File: config.mk
export PLATFORM = sky130hd
export DESIGN_NAME = char_lcd_nibble_bus_sequencer
export DESIGN_NICKNAME = d
export VERILOG_FILES = /design/src/lcdn_pkg.sv /design/src/lcdn_seq_core.sv /design/src/char_lcd_nibble_bus_sequencer.sv
export SDC_FILE = /design/constraint.sdc
export NUM_CORES = 1
export LEC_CHECK = 0
export ABC_AREA = 1
export CORE_ASPECT_RATIO = 0.6
export CORE_MARGIN = 10
export CORE_UTILIZATION = 50
export CTS_BUF_LIST = sky130_fd_sc_hd__clkbuf_8
export CTS_CLUSTER_SIZE = 24
export DETAILED_ROUTE_END_ITERATION = 12
export DONT_BUFFER_PORTS = 1
export PLACE_DENSITY = 0.69
export SLEW_MARGIN = 20
export SYNTH_ARGS = -nofsm -noshare
export SYNTH_HDL_FRONTEND = slang
export SYNTH_SLANG_ARGS = --single-unit
File: constraint.sdc
create_clock -name clk -period 2.9 [get_ports clk]
set_input_delay 0.29 -clock clk [delete_from_list [all_inputs] [get_ports clk]]
set_output_delay 0.29 -clock clk [all_outputs]
set_load 0.01 [all_outputs]
File: src/lcdn_pkg.sv
// shared types, phase codes and pin decode for the character lcd nibble bus sequencer
package lcdn_pkg;

  localparam int PhaseW = 4;
  localparam int CountW = 16;
  localparam int UnitsW = 2;

  localparam logic OP_TICK  = 1'b0;
  localparam logic OP_WRITE = 1'b1;

  localparam logic [PhaseW-1:0] PH_IDLE     = 4'd0;
  localparam logic [PhaseW-1:0] PH_HI_SETUP = 4'd1;
  localparam logic [PhaseW-1:0] PH_HI_EN    = 4'd2;
  localparam logic [PhaseW-1:0] PH_HI_HOLD  = 4'd3;
  localparam logic [PhaseW-1:0] PH_LO_SETUP = 4'd4;
  localparam logic [PhaseW-1:0] PH_LO_EN    = 4'd5;
  localparam logic [PhaseW-1:0] PH_LO_HOLD  = 4'd6;
  localparam logic [PhaseW-1:0] PH_RELEASE  = 4'd7;
  localparam logic [PhaseW-1:0] PH_P_SETUP  = 4'd8;
  localparam logic [PhaseW-1:0] PH_P_EN_A   = 4'd9;
  localparam logic [PhaseW-1:0] PH_P_EN_B   = 4'd10;
  localparam logic [PhaseW-1:0] PH_P_HOLD   = 4'd11;

  localparam logic [CountW-1:0] TICKS_RESET = 16'd1000;

  typedef struct packed {
    logic       en;
    logic       rs;
    logic       rw;
    logic [3:0] nib;
    logic       drv;
  } pins_t;

  typedef struct packed {
    pins_t pins;
    logic  ready;
    logic  dropped;
  } step_res_t;

  // delay units spent in each phase
  function automatic logic [UnitsW-1:0] units_of(input logic [PhaseW-1:0] ph);
    logic [UnitsW-1:0] u;
    if (ph >= PH_P_SETUP && ph <= PH_P_HOLD) u = 2'd2;
    else if (ph == PH_IDLE) u = 2'd0;
    else u = 2'd1;
    return u;
  endfunction

  function automatic pins_t pins_of(input logic [PhaseW-1:0] ph, input logic [7:0] byte_v,
                                    input logic sel);
    pins_t p;
    p = '0;
    unique case (ph) inside
      PH_HI_SETUP, PH_HI_EN, PH_HI_HOLD: begin
        p.drv = 1'b1;
        p.rs  = sel;
        p.nib = byte_v[7:4];
        p.en  = (ph == PH_HI_EN);
      end
      PH_LO_SETUP, PH_LO_EN, PH_LO_HOLD: begin
        p.drv = 1'b1;
        p.rs  = sel;
        p.nib = byte_v[3:0];
        p.en  = (ph == PH_LO_EN);
      end
      PH_P_SETUP, PH_P_HOLD: begin
        p.rw = 1'b1;
      end
      PH_P_EN_A, PH_P_EN_B: begin
        p.rw = 1'b1;
        p.en = 1'b1;
      end
      default: begin
        p = '0;
      end
    endcase
    return p;
  endfunction

endpackage

File: src/lcdn_seq_core.sv
// sequencer state and next-step logic for the lcd nibble bus
module lcdn_seq_core (
  input  logic                       clk,
  input  logic                       rst_n,
  input  logic                       step_en,
  input  logic                       in_operation,
  input  logic [7:0]                 in_byte_value,
  input  logic                       in_register_select,
  input  logic                       in_nibble_only,
  input  logic                       in_skip_busy_wait,
  input  logic                       in_busy_pin,
  input  logic [lcdn_pkg::CountW-1:0] ticks_per_unit,
  output lcdn_pkg::step_res_t        res
);

  logic [lcdn_pkg::PhaseW-1:0] phase_r, phase_nxt, target;
  logic [lcdn_pkg::CountW-1:0] cnt_r, cnt_nxt, limit;
  logic [lcdn_pkg::UnitsW-1:0] left_r, left_nxt, left_dec;
  logic [7:0]                  byte_r, byte_nxt;
  logic                        sel_r, sel_nxt;
  logic                        nib_only_r, nib_only_nxt;
  logic                        skip_r, skip_nxt;
  logic                        busy_r, busy_nxt;
  logic                        adv;
  logic                        dropped;

  // a zero setting acts as one tick per unit
  assign limit = (ticks_per_unit == '0) ? lcdn_pkg::CountW'(1) : ticks_per_unit;

  always_comb begin
    phase_nxt    = phase_r;
    cnt_nxt      = cnt_r;
    left_nxt     = left_r;
    left_dec     = left_r;
    byte_nxt     = byte_r;
    sel_nxt      = sel_r;
    nib_only_nxt = nib_only_r;
    skip_nxt     = skip_r;
    busy_nxt     = busy_r;
    dropped      = 1'b0;
    adv          = 1'b0;
    target       = lcdn_pkg::PH_IDLE;

    if (step_en) begin
      if (in_operation == lcdn_pkg::OP_WRITE) begin
        if (phase_r == lcdn_pkg::PH_IDLE) begin
          byte_nxt     = in_byte_value;
          sel_nxt      = in_register_select;
          nib_only_nxt = in_nibble_only;
          skip_nxt     = in_skip_busy_wait;
          phase_nxt    = lcdn_pkg::PH_HI_SETUP;
          cnt_nxt      = '0;
          left_nxt     = lcdn_pkg::units_of(lcdn_pkg::PH_HI_SETUP);
        end else begin
          dropped = 1'b1;
        end
      end else if (phase_r != lcdn_pkg::PH_IDLE) begin
        if ({1'b0, cnt_r} + 17'd1 >= {1'b0, limit}) begin
          cnt_nxt  = '0;
          left_dec = (left_r != '0) ? left_r - 2'd1 : left_r;
          left_nxt = left_dec;
          adv      = (left_dec == '0);
        end else begin
          cnt_nxt = cnt_r + 16'd1;
        end
      end
    end

    if (adv) begin
      unique case (phase_r)
        lcdn_pkg::PH_HI_SETUP: target = lcdn_pkg::PH_HI_EN;
        lcdn_pkg::PH_HI_EN:    target = lcdn_pkg::PH_HI_HOLD;
        lcdn_pkg::PH_HI_HOLD: begin
          if (!nib_only_r) begin
            target = lcdn_pkg::PH_LO_SETUP;
          end else if (skip_r) begin
            target = lcdn_pkg::PH_IDLE;
          end else begin
            target   = lcdn_pkg::PH_RELEASE;
            busy_nxt = 1'b1;
          end
        end
        lcdn_pkg::PH_LO_SETUP: target = lcdn_pkg::PH_LO_EN;
        lcdn_pkg::PH_LO_EN:    target = lcdn_pkg::PH_LO_HOLD;
        lcdn_pkg::PH_LO_HOLD: begin
          if (skip_r) begin
            target = lcdn_pkg::PH_IDLE;
          end else begin
            target   = lcdn_pkg::PH_RELEASE;
            busy_nxt = 1'b1;
          end
        end
        lcdn_pkg::PH_RELEASE:  target = lcdn_pkg::PH_P_SETUP;
        lcdn_pkg::PH_P_SETUP:  target = lcdn_pkg::PH_P_EN_A;
        lcdn_pkg::PH_P_EN_A: begin
          // db7 sampled as the second enable-high phase begins
          busy_nxt = in_busy_pin;
          target   = lcdn_pkg::PH_P_EN_B;
        end
        lcdn_pkg::PH_P_EN_B:   target = lcdn_pkg::PH_P_HOLD;
        lcdn_pkg::PH_P_HOLD:   target = busy_r ? lcdn_pkg::PH_P_EN_A : lcdn_pkg::PH_IDLE;
        default:               target = lcdn_pkg::PH_IDLE;
      endcase
      phase_nxt = target;
      cnt_nxt   = '0;
      left_nxt  = lcdn_pkg::units_of(target);
    end
  end

  always_ff @(posedge clk) begin
    if (!rst_n) begin
      phase_r    <= lcdn_pkg::PH_IDLE;
      cnt_r      <= '0;
      left_r     <= '0;
      byte_r     <= '0;
      sel_r      <= 1'b0;
      nib_only_r <= 1'b0;
      skip_r     <= 1'b0;
      busy_r     <= 1'b1;
    end else begin
      phase_r    <= phase_nxt;
      cnt_r      <= cnt_nxt;
      left_r     <= left_nxt;
      byte_r     <= byte_nxt;
      sel_r      <= sel_nxt;
      nib_only_r <= nib_only_nxt;
      skip_r     <= skip_nxt;
      busy_r     <= busy_nxt;
    end
  end

  always_comb begin
    res.pins    = lcdn_pkg::pins_of(phase_nxt, byte_nxt, sel_nxt);
    res.ready   = (phase_nxt == lcdn_pkg::PH_IDLE);
    res.dropped = dropped;
  end

endmodule

File: src/char_lcd_nibble_bus_sequencer.sv
// top level of the character lcd nibble bus sequencer
// Usage:
//   The input channel carries tick beats (operation 0) and write beats
//   (operation 1). A write beat taken while idle latches byte, register
//   select and flags and starts the sequence: high nibble, low nibble unless
//   nibble-only, each as setup, enable-high and hold units, then release and
//   busy polling on db7 unless skipped. A write beat taken while busy is
//   ignored and its result has request_dropped set. Only tick beats advance
//   time; cfg_write_data sets the ticks in one delay unit (0 acts as 1).
//   Every input beat yields exactly one result beat with the pin levels after
//   that beat. The result is in the output register the cycle after acceptance.
//   Throughput is one beat per cycle while the receiver does not stall.
//   When the receiver stalls, the output register holds its beat and the
//   input is taken only in a cycle where that register empties or is empty.
//   Synchronous reset returns the sequencer to idle, bus released, delay unit
//   of 1000 ticks, output register empty.
module char_lcd_nibble_bus_sequencer (
  input  logic        clk,
  input  logic        rst_n,
  input  logic        in_valid,
  output logic        in_ready,
  input  logic        in_operation,
  input  logic [7:0]  in_byte_value,
  input  logic        in_register_select,
  input  logic        in_nibble_only,
  input  logic        in_skip_busy_wait,
  input  logic        in_busy_pin,
  output logic        out_valid,
  input  logic        out_ready,
  output logic        out_enable_pin,
  output logic        out_select_pin,
  output logic        out_read_pin,
  output logic [3:0]  out_nibble_pins,
  output logic        out_bus_driven,
  output logic        out_ready_res,
  output logic        out_request_dropped,
  input  logic        cfg_write_enable,
  input  logic [15:0] cfg_write_data
);

  logic [lcdn_pkg::CountW-1:0] ticks_r;
  logic                        out_valid_r;
  lcdn_pkg::step_res_t         res, res_r;
  logic                        accept;

  assign in_ready = !out_valid_r || out_ready;
  assign accept   = in_valid && in_ready;

  always_ff @(posedge clk) begin
    if (!rst_n) begin
      ticks_r <= lcdn_pkg::TICKS_RESET;
    end else if (cfg_write_enable) begin
      ticks_r <= cfg_write_data;
    end
  end

  lcdn_seq_core u_core (
    .clk                (clk),
    .rst_n              (rst_n),
    .step_en            (accept),
    .in_operation       (in_operation),
    .in_byte_value      (in_byte_value),
    .in_register_select (in_register_select),
    .in_nibble_only     (in_nibble_only),
    .in_skip_busy_wait  (in_skip_busy_wait),
    .in_busy_pin        (in_busy_pin),
    .ticks_per_unit     (ticks_r),
    .res                (res)
  );

  // result register, refilled on every accepted beat
  always_ff @(posedge clk) begin
    if (!rst_n) begin
      out_valid_r <= 1'b0;
    end else if (accept) begin
      out_valid_r <= 1'b1;
    end else if (out_ready) begin
      out_valid_r <= 1'b0;
    end
  end

  always_ff @(posedge clk) begin
    if (accept) begin
      res_r <= res;
    end
  end

  assign out_valid           = out_valid_r;
  assign out_enable_pin      = res_r.pins.en;
  assign out_select_pin      = res_r.pins.rs;
  assign out_read_pin        = res_r.pins.rw;
  assign out_nibble_pins     = res_r.pins.nib;
  assign out_bus_driven      = res_r.pins.drv;
  assign out_ready_res       = res_r.ready;
  assign out_request_dropped = res_r.dropped;

  // idle means enable low, read low and bus released
  a_idle_quiet: assert property (@(posedge clk) disable iff (!rst_n)
    (out_valid_r && out_ready_res) |-> (!out_enable_pin && !out_read_pin && !out_bus_driven))
    else $error("idle result with active pins");

  // a dropped write can only happen mid-sequence
  a_drop_busy: assert property (@(posedge clk) disable iff (!rst_n)
    (out_valid_r && out_request_dropped) |-> !out_ready_res)
    else $error("dropped request reported while idle");

  // never read the lcd while driving the data lines
  a_no_contention: assert property (@(posedge clk) disable iff (!rst_n)
    out_valid_r |-> !(out_read_pin && out_bus_driven))
    else $error("read strobe with bus driven");

  // released bus shows zero on the data lines
  a_released_zero: assert property (@(posedge clk) disable iff (!rst_n)
    (out_valid_r && !out_bus_driven) |-> (out_nibble_pins == 4'd0))
    else $error("nibble pins nonzero with bus released");

endmodule

==> results of run 1 <==
## registers in the layout (all words and copies together), names as in the netlist
signal,cells
out_bus_driven,1
out_enable_pin,1
out_nibble_pins,4
out_read_pin,1
out_ready_res,1
out_request_dropped,1
out_select_pin,1
out_valid,1
ticks_r,16
u_core.busy_r,1
u_core.byte_r,8
u_core.cnt_r,16
u_core.left_r,2
u_core.nib_only_r,1
u_core.phase_r,4
u_core.sel_r,1
u_core.skip_r,1
## routing by layer
layer  share of wire [%]  track usage (%)  vias to the layer above
li1                    -                -                     1556
met1                  48             23.7                     1479
met2                  42             23.3                      130
met3                 9.2             6.15                       10
met4                 1.0             5.15                        0
met5                   0                0                        -
## worst max path at each step
stage	endpoint	slack, ns	cells past startpoint
after detailed placement	out_nibble_pins[0]	-0.28	24
final	out_nibble_pins[0]	-0.15	24
after global placement	out_nibble_pins[3]	-0.15	24
after CTS	out_nibble_pins[0]	-0.15	24
after floorplan	out_nibble_pins[0]	0.02	24
after global routing	out_nibble_pins[1]	-0.39	24
## Yosys cell counts (all sizes together)
master / number
nand2: 118
inv: 60
nor2: 52
dfxtp: 51
a21oi: 42
o21ai: 29
nand3: 20
ha: 19
edfxtp: 10
nor3: 8
xor2: 8
or2: 6
xnor2: 6
clkbuf: 5
nor4: 5
buf: 4
nand3b: 4
mux2i: 3
nand4: 2
a21boi: 1
a21o: 1
a41o: 1
o211a: 1
o21a: 1
## power breakdown
group / switching, mW / internal (mW)
clock network: 0.346 / 0.392
logic: 0.135 / 0.0786
registers: 0.0271 / 0.903
## worst max-delay path, cell delays in order, from the launching register on
cell and delay (ns):
dfxtp_4 0.36, ha_4 0.16, nand2_4 0.07, nor2_4 0.04, buf_4 0.13, buf_4 0.12
buf_4 0.13, xor2_2 0.15, ha_1 0.31, nand2_1 0.09, inv_1 0.06, nand2_1 0.07
nand2_1 0.06, nand2_1 0.05, nand3_1 0.12, nand2_2 0.12, nand3_4 0.14, nand2_8 0.15
nand2_4 0.06, nand2_4 0.10, nand2_4 0.08, nand2_4 0.10, inv_2 0.05, nand2_1 0.05
nand2_1 0.04
## placed cells by master, fill, tap and decap left out, types with 3 or more instances in the layout
| cell type | netlist | routed |
|---|---|---|
| nand3b_1 | 4 | 4 |
| nor2_4 | 2 | 7 |
| buf_4 | 0 | 36 |
| dfxtp_1 | 51 | 48 |
| nand3_2 | 0 | 3 |
| inv_1 | 56 | 54 |
| xor2_1 | 8 | 7 |
| clkbuf_8 | 0 | 9 |
| nand2_2 | 10 | 10 |
| nand2_4 | 2 | 15 |
| o21ai_1 | 0 | 3 |
| nor4_1 | 4 | 4 |
| xnor2_2 | 0 | 3 |
| nor2_2 | 4 | 7 |
| nor2_1 | 46 | 38 |
| mux2i_1 | 3 | 3 |
| ha_1 | 19 | 18 |
| nand3_1 | 19 | 16 |
| inv_2 | 4 | 6 |
| or2_0 | 6 | 6 |
| edfxtp_1 | 10 | 10 |
| o21ai_0 | 28 | 25 |
| a21oi_1 | 41 | 31 |
| nand2_1 | 106 | 91 |
| nor3_1 | 8 | 6 |
| a21oi_2 | 1 | 11 |
| xnor2_1 | 6 | 3 |
## logic make-up after synthesis
| kind of cell | count (synthesis) | share of synthesized area, % |
|---|---|---|
| AO/OA/AOI/OAI | 76 | 12.0 |
| XOR/XNOR | 14 | 3.64 |
| adder cells (fa/ha/maj) | 19 | 7.06 |
| buffers and inverters | 69 | 7.99 |
| flip-flops | 61 | 39.2 |
| multiplexers | 3 | 0.892 |
| AND/OR/NAND/NOR | 215 | 29.2 |
## repair_timing
action,CTS,global route
gates cloned,1,0
gates resized for setup,48,30
pin swaps,20,12
buffers inserted,5,3
endpoints found under the setup margin,31,32
## per-stage QoR
stage	hold slack [ns]	utilization (%)	instances	setup TNS, ns	power (mW)
floorplan	0.410	-	457	0	1.08
global placement	0.396	55.8	566	-1.06	1.13
detailed placement	0.399	55.8	566	-3.04	1.14
CTS	0.0290	62.6	588	-2.08	1.89
global route	0.0356	64.4	591	-8.56	1.97
finish	0.0415	64.4	591	-2.28	1.88
## area by class of cell
type                    count  area (um2)
fillers                   544        2350
multi-input cells         327        2060
flip-flops and latches     61        1330
repair buffers             40         340
inverters                  60         230
clock buffers               9         124
well taps                  87         109
clock inverters             7        66.3
==> out/summary.txt, run 1 <==
Share of the synthesized area in the top cell type - 30.3%
Setup ws final - -0.149 ns
Post-Syn Area - 3370 um2
Hold path depth - 1
Die area - 10,500 um2
Row cnt - 23
HP Start - cfg_write_enable
VDD IR max - 0.000323 V
CTS tree - done
Crit Path Max Fanout - 8
Area delta synth->final - 26.6%
Clock sinks - 61
GRT overflow - 0
IO Port Bufs - 0
R2R cell count - 24
Final Cell Area - 4260 um2
Placer Congestion - 0.906
Sequential-to-total area share from yosys stat - 39.2%
Core area - 6620 um2
Syn nets - 510
R2R Path End - out_nibble_pins[0]
Final WL - 8.99 mm
Routed Antenna Nets - 0
Vias in the first global route - 2,906
Largest net degree at the start of global routing - 22
Fmax - 328 MHz
Total GRT Usage - 17.0%
Starting Density - 50.9%
Ratio of cells with drive above 1 in the final layout - 25.8%
Initial antenna violation count - 0
Worst-Skew Late Latency - 0.34 ns
H-tree depth - 3
Clock tree root driver cell - clkbuf_8
Worst endpoint required time - 3.01 ns
Main area contributors after synthesis - dfxtp_1, nand2_1, edfxtp_1
Dpl ws - -0.280 ns
Worst hold endpoint - ticks_r[3]
Failing checks - setup timing
Starting DRT DRC Count - 255
Max Cap Viol - 0
Placement Cell Area - 3700 um2
TritonCTS Buffers - 9
Final setup viols - 29
RSZ-0062 raised after global routing - yes
Final nets - 552
Crit share post-route - 105%
Yosys reg bits - 61
Warnings from Yosys - 0
Reg2reg start - u_core.cnt_r[0]
Hold Path Class - input pin to register
Final slew viol count - 0
Critical Path Start Type - register
Worst-Margin Slew - 0.769 ns
Inserted Diodes - 0
Remaining DRCs - 0
Die Height - 83.6 um
Area leader, netlist - dfxtp_1
Drt first pass iters - 5
Ports - 46
Worst slew margin - 48.7%
Setup slack, reg-to-reg - -0.15 ns
CTS max path bufs - 2
Distinct cells, synth - 35
Clock-pin slew on the worst setup and hold paths - 0.07 ns
Clk_skew - 0.0105 ns
Crit Path Category - register to register
Synthesized area per cell - 7.37 um2
First-pass GRT wire length - 14.6 mm
WL/cell - 15.2 um
Hold buffer count at CTS - 0
Die X-Extent - 126 um
Status - finished with violations
DR vias - 3,175
Worst setup EP type - register
Post-Syn Instances - 457
Critical path arrival - 3.16 ns
Via density - 5.37
Leak Pwr - 1.97 nW
Power density over cell area - 441 nW/um2
Period minus WS final - 3.05 ns
Hold Vio Cnt, Final - 0
Crit path from - u_core.cnt_r[0]
Post-DP HPWL - 6.50 mm
(Power assumes the default switching activity.)
==> run 2, diff against run 1 <==
CORE_ASPECT_RATIO = default   (was 0.6)
SYNTH_HIERARCHICAL = 1   (was default)
==> out/summary.txt, run 2 <==
HP Start - rst_n (was cfg_write_enable)
Clk_skew - 0.0145 ns (was 0.0105 ns)
Vias in the first global route - 3,052 (was 2,906)
Asr flop ratio synth - 0% (unchanged)
R2R Path End - out_nibble_pins[3] (was out_nibble_pins[0])
Post-synth EDFFs - 10 (unchanged)
Period minus WS final - 3.12 ns (was 3.05 ns)
Final nets - 577 (was 552)
Reg2reg start - u_core/cnt_r[0] (was u_core.cnt_r[0])
Total GRT Usage - 15.9% (was 17.0%)
Met3 usage - 5.33% (was 6.15%)
Clock sinks - 61 (unchanged)
Ordered list of cells on the worst path - nand3_4, nor2_4, nand2_2, inv_2, nand2_2, nor3_2, nand3_1, xor2_1, inv_1, ha_4, nand4_1, nor2_1, nand2_1, nand3_2, nor2_4, nand2_4, buf_6, nand3b_1, nand2_2, nor2_4, nand3b_1, o21ai_2 (was ha_4, nand2_4, nor2_4, buf_4, buf_4, buf_4, xor2_2, ha_1, nand2_1, inv_1, nand2_1, nand2_1, nand2_1, nand3_1, nand2_2, nand3_4, nand2_8, nand2_4, nand2_4, nand2_4, nand2_4, inv_2, nand2_1, nand2_1)
Critical Path Start Type - register (unchanged)
Starting Density - 51.9% (was 50.9%)
Final slew viol count - 0 (unchanged)
CTS tree - done (unchanged)
WL/cell - 14.6 um (was 15.2 um)
Crit share post-route - 108% (was 105%)
Status - finished with violations (unchanged)
Max Cap Viol - 0 (unchanged)
Largest net degree at the start of global routing - 24 (was 22)
Syn nets - 534 (was 510)
Placer Congestion - 0.876 (was 0.906)
Remaining DRCs - 0 (unchanged)
IO Port Bufs - 0 (unchanged)
Commonest non-fill, non-tap cell in the layout - nand2_1 (unchanged)
Warnings from Yosys - 6 (was 0)
Ports - 46 (unchanged)
First-pass GRT wire length - 14.5 mm (was 14.6 mm)
Hold Path Class - input pin to register (unchanged)
Drt first pass iters - 5 (unchanged)
FILL cells - 582 (was 544)
Final setup viols - 27 (was 29)
Total Neg Setup Slack - -3.44 ns (was -2.28 ns)
Largest registers - ticks_r: 16 flops, u_core/cnt_r: 16 flops, u_core/byte_r: 8 flops (was ticks_r: 16 flops, u_core.cnt_r: 16 flops, u_core.byte_r: 8 flops)
GR met1 Demand/Resource - 21.1% (was 23.7%)
Register area - 1330 um2 (about the same)
Final Cell Area - 4480 um2 (was 4260 um2)
VDD IR max - 0.000374 V (was 0.000323 V)
Area leader, netlist - dfxtp_1 (unchanged)
Multi-input gate area - 2100 um2 (was 2060 um2)
Synthesized area per cell - 7.36 um2 (was 7.37 um2)
Hold buffer count at CTS - 0 (unchanged)
Clock-pin slew on the worst setup and hold paths - 0.08 ns (was 0.07 ns)
Core area - 6830 um2 (was 6620 um2)
Crit Path Category - register to register (unchanged)
Peak per-stage delay on the critical path - 0.38 ns (was 0.36 ns)
Fmax - 320 MHz (was 328 MHz)
TritonCTS Buffers - 9 (unchanged)
Starting DRT DRC Count - 285 (was 255)
Share of the synthesized area in the top cell type - 28.8% (was 30.3%)
Area delta synth->final - 26.4% (was 26.6%)
Main area contributors after synthesis - dfxtp_1, nand2_1, edfxtp_1 (unchanged)
Hold Vio Cnt, Final - 0 (unchanged)
Placement Cell Area - 3840 um2 (was 3700 um2)
Top_reg_cell synth - dfxtp_1 (unchanged)
Clock tree root driver cell - clkbuf_8 (unchanged)
Post-DP HPWL - 6.27 mm (was 6.50 mm)
Setup slack, reg-to-reg - -0.22 ns (was -0.15 ns)
Setup ws final - -0.220 ns (was -0.149 ns)
Leak Pwr - 2.10 nW (was 1.97 nW)
CP top delay family - simple AND/OR/NAND/NOR gates (unchanged)
Most common library cells after synthesis - nand2_1, inv_1, nor2_1, dfxtp_1 (was nand2_1, inv_1, dfxtp_1, nor2_1, a21oi_1)
Die X-Extent - 104 um (was 126 um)
Critical path arrival - 3.21 ns (was 3.16 ns)
GRT overflow - 0 (unchanged)
Critical path's slowest cell - dfxtp_4 (unchanged)
Worst setup EP type - register (unchanged)
Final WL - 9.11 mm (was 8.99 mm)
CP Depth - 22 (was 24)
Failing checks - setup timing (unchanged)
Crit Path Max Fanout - 6 (was 8)
Post-Syn Area - 3550 um2 (was 3370 um2)
Die area - 10,900 um2 (was 10,500 um2)
Yosys reg bits - 61 (unchanged)
RSZ-0062 raised after global routing - yes (unchanged)
CP Buf/Inv Count - 3 (was 5)
Ratio of cells with drive above 1 in the final layout - 25.5% (was 25.8%)
Worst endpoint required time - 2.99 ns (was 3.01 ns)
GRT busiest layer - met2 (was met1)
Power density over cell area - 463 nW/um2 (was 441 nW/um2)
Crit path from - u_core/cnt_r[0] (was u_core.cnt_r[0])
Most frequent cells in the layout - nand2_1, inv_1, nor2_1 (was nand2_1, inv_1, dfxtp_1)
Most common cell in the netlist - nand2_1 (unchanged)
CTS max path bufs - 2 (unchanged)
Worst slew margin - 54.5% (was 48.7%)
Worst-Margin Slew - 0.678 ns (was 0.769 ns)
Via density - 5.29 (was 5.37)
Routed Antenna Nets - 0 (unchanged)
Initial antenna violation count - 0 (unchanged)
Distinct cells, synth - 39 (was 35)
Sequential-to-total area share from yosys stat - 37.2% (was 39.2%)
Global Route met2 Usage - 23.9% (was 23.3%)
DR vias - 3,311 (was 3,175)
Row cnt - 30 (was 23)
H-tree depth - 3 (unchanged)
Post-Syn Instances - 482 (was 457)
R2R cell count - 22 (was 24)
Die Height - 104 um (was 83.6 um)
Worst-Skew Late Latency - 0.34 ns (about the same)
Inserted Diodes - 0 (unchanged)
Critical Path End - out_nibble_pins[3] (was out_nibble_pins[0])
run 2: cell type report:
cell class                 count  area share (%)
clock inverter                 7            2.76
clock buffer                   9            2.76
tap                           96            2.68
multi-input combinational    327            46.9
inverter                      83            7.12
timing repair buffer          43            8.12
sequential                    61            29.7
run 2: layer usage:
layer,vias to the layer above,share of wire [%]
met3,11,8.0
met4,0,1.0
met2,139,46
met5,-,0
li1,1641,-
met1,1520,45
run 2: worst min-delay path by stage:
stage | to | slack, ns | depth (start not counted)
after floorplan | u_core/busy_r | 0.39 | 1
after global placement | ticks_r[8] | 0.39 | 1
after detailed placement | ticks_r[9] | 0.39 | 1
after CTS | ticks_r[5] | 0.03 | 1
after global routing | u_core/busy_r | 0.01 | 1
final | u_core/busy_r | 0.03 | 1
run 2: cells by family after synthesis:
logic type / count (synthesis) / synth area share [%]
simple gates: 230 / 30.8
buf+inv: 94 / 10.7
flops: 61 / 37.2
compound gates: 58 / 9.35
fa+ha+maj: 18 / 6.35
xor+xnor: 12 / 2.96
mux: 9 / 2.54
run 2: through the flow:
stage	instances	hold slack (ns)	utilization [%]	setup WS (ns)	total power, mW
2_1_floorplan	482	0.392	-	0.00627	1.08
3_3_place_gp	599	0.385	56.2	-0.224	1.12
3_5_place_dp	599	0.389	56.2	-0.302	1.13
4_1_cts	617	0.0296	61.5	-0.0317	2.07
5_1_grt	626	0.0124	65.6	-0.415	2.18
6_report	626	0.0333	65.6	-0.220	2.08
run 2: what timing repair did:
item	in CTS	in global routing
hold endpoints to repair	0	0
resized for setup	22	60
setup endpoints to repair	29	32
setup buffers	2	10
gates cloned	0	1
pin swaps	10	34
run 2: where the power goes:
| part | internal [mW] | leakage [nW] | total, mW | switching, mW |
|---|---|---|---|---|
| Clock | 0.575 | 0.120 | 0.939 | 0.364 |
| Combinational | 0.0779 | 1.46 | 0.211 | 0.133 |
| Sequential | 0.900 | 0.520 | 0.927 | 0.0268 |
| Total | 1.55 | 2.10 | 2.08 | 0.524 |
run 2: worst register-to-register path, delay by kind of cell, from the launching register on:
kind / cells / cell delay, ns
simple gates: 16 / 1.63
flops: 1 / 0.38
buf+inv: 3 / 0.30
fa+ha+maj: 1 / 0.28
xor+xnor: 1 / 0.22
compound gates: 1 / 0.06
==> run 3, diff against run 2 <==
clock period = 2.5 ns   (was 2.9 ns; I/O delays follow)
==> out/summary.txt, run 3 (synthesis gave the netlist of run 2 again) <==
Leak Pwr - 2.21 nW (was 2.10 nW)
Initial antenna violation count - 0 (unchanged)
Worst slew margin - 52.4% (was 54.5%)
Largest net degree at the start of global routing - 21 (was 24)
Area delta synth->final - 32.0% (was 26.4%)
GRT overflow - 0 (unchanged)
Die X-Extent - 104 um (unchanged)
Crit Path Max Fanout - 6 (unchanged)
IO Port Bufs - 0 (unchanged)
Die Height - 104 um (unchanged)
Via density - 5.24 (was 5.29)
Max Cap Viol - 0 (unchanged)
RSZ-0062 raised after global routing - yes (unchanged)
Crit Path Category - register to register (unchanged)
Period minus WS final - 3.03 ns (was 3.12 ns)
DR vias - 3,348 (was 3,311)
Starting DRT DRC Count - 218 (was 285)
VDD IR max - 0.000491 V (was 0.000374 V)
Ports - 46 (unchanged)
Worst endpoint required time - 2.59 ns (was 2.99 ns)
Clk_skew - 0.0100 ns (was 0.0145 ns)
H-tree depth - 3 (unchanged)
Remaining DRCs - 0 (unchanged)
Worst-Margin Slew - 0.708 ns (was 0.678 ns)
Vias in the first global route - 3,216 (was 3,052)
Clock sinks - 61 (unchanged)
R2R cell count - 25 (was 22)
Setup ws final - -0.527 ns (was -0.220 ns)
Post-DP HPWL - 6.39 mm (was 6.27 mm)
Worst-Skew Late Latency - 0.35 ns (was 0.34 ns)
Clock tree root driver cell - clkbuf_8 (unchanged)
Final WL - 9.66 mm (was 9.11 mm)
Core area - 6830 um2 (unchanged)
Critical path arrival - 3.12 ns (was 3.21 ns)
Critical Path Start Type - register (unchanged)
CTS tree - done (unchanged)
WL/cell - 15.1 um (was 14.6 um)
CTS max path bufs - 2 (unchanged)
Most frequent cells in the layout - nand2_1, inv_1, nor2_1 (unchanged)
Clock-pin slew on the worst setup and hold paths - 0.08 ns (about the same)
Crit share post-route - 121% (was 108%)
Fmax - 330 MHz (was 320 MHz)
Worst setup EP type - register (unchanged)
Row cnt - 30 (unchanged)
Routed Antenna Nets - 0 (unchanged)
FILL cells - 553 (was 582)
Final setup viols - 32 (was 27)
First-pass GRT wire length - 15.5 mm (was 14.5 mm)
Status - finished with violations (unchanged)
TritonCTS Buffers - 9 (unchanged)
Die area - 10,900 um2 (unchanged)
Hold Path Class - input pin to register (unchanged)
Drt first pass iters - 5 (unchanged)
Design Power - 2.43 mW (was 2.08 mW)
Final nets - 590 (was 577)
Power density over cell area - 518 nW/um2 (was 463 nW/um2)
Hold Vio Cnt, Final - 0 (unchanged)
Failing checks - setup timing (unchanged)
Final slew viol count - 0 (unchanged)
Placer Congestion - 0.879 (was 0.876)
Ratio of cells with drive above 1 in the final layout - 31.5% (was 25.5%)
Largest registers - ticks_r: 16 flops, u_core/cnt_r: 16 flops, u_core/byte_r: 8 flops (unchanged)
Inserted Diodes - 0 (unchanged)
Total GRT Usage - 17.1% (was 15.9%)
Hold path depth - 1 (unchanged)
Dpl ws - -0.418 ns (was -0.302 ns)
Commonest non-fill, non-tap cell in the layout - nand2_1 (unchanged)
Starting Density - 51.9% (unchanged)
-- run 3: changes by cell type in the layout (fill, tap and decap cells not counted), moves of 4 or more --
| cell | change |
|---|---|
| buf_6 | -8 |
| nand2_2 | +4 |
| inv_1 | -4 |
| dfxtp_1 | -4 |
| buf_4 | +16 |
| nand2_4 | +6 |
| nand2_1 | -8 |
-- run 3: area by class of cell --
type                            instances  area, um2  share of cell area, %
Timing Repair Buffer                   53        414                   8.85
Tap cell                               96        120                   2.57
Clock buffer                            9        124                   2.65
Sequential cell                        61       1340                   28.6
Inverter                               83        327                   6.97
Clock inverter                          7        123                   2.62
Multi-Input combinational cell        329       2230                   47.6
Timing Repair inverter                  1       6.26                  0.134
-- run 3: per-layer routing --
layer	global-route usage [%]	part of all wire, %
met5	0	0
met4	5.96	1.6
met3	4.52	6.7
met2	26.5	45
met1	22.4	46
-- run 3: critical path, cell delays in order (launching register included) --
cell,delay (ns)
dfxtp_4,0.38
nand3_4,0.08
nor2_4,0.10
nand2_2,0.07
inv_2,0.08
nand2_4,0.07
nor3_4,0.21
inv_1,0.08
nand2_2,0.10
inv_2,0.05
ha_4,0.25
nand2_2,0.05
inv_2,0.06
nand2_2,0.06
nor2_2,0.12
nor2_2,0.07
nor2_2,0.17
nor2_4,0.06
nand2_4,0.11
nand2_8,0.09
nand2_4,0.12
nand2_4,0.08
inv_4,0.07
nand2_4,0.06
nand2_8,0.10
o21ai_2,0.05
-- run 3: worst paths after layout --
path,slack (ns),endpoint,start
hold reg to reg,0.46,ticks_r[7],ticks_r[7]
hold / removal,0.02,ticks_r[6],rst_n
setup / recovery,-0.53,out_nibble_pins[1],u_core/cnt_r[1]
setup reg to reg,-0.53,out_nibble_pins[1],u_core/cnt_r[1]
-- run 3: power breakdown --
group | leakage, nW | switching [mW] | internal [mW]
clock | 0.116 | 0.424 | 0.667
combinational | 1.57 | 0.165 | 0.101
sequential | 0.523 | 0.0304 | 1.04
total | 2.21 | 0.619 | 1.81
-- run 3: timing repair --
| action | CTS | global route |
|---|---|---|
| endpoints found under the hold margin | 4 | 0 |
| gates resized for setup | 44 | 36 |
| setup buffers | 6 | 6 |
| pin swaps | 12 | 29 |
| setup endpoints to repair | 32 | 32 |
| hold buffers | 2 | 0 |
| gates cloned | 3 | 0 |
-- run 3: per-stage QoR --
step	hold slack (ns)	cell area (um2)	util, %	cells	TNS [ns]
floorplan	0.352	3640	-	482	-1.35
global placement	0.346	3990	58.4	607	-8.14
detailed placement	0.348	3990	58.4	607	-9.83
CTS	0.0132	4510	66.0	634	-9.15
global route	0.00393	4680	68.5	639	-18.40
finish	0.0182	4680	68.5	639	-13.38
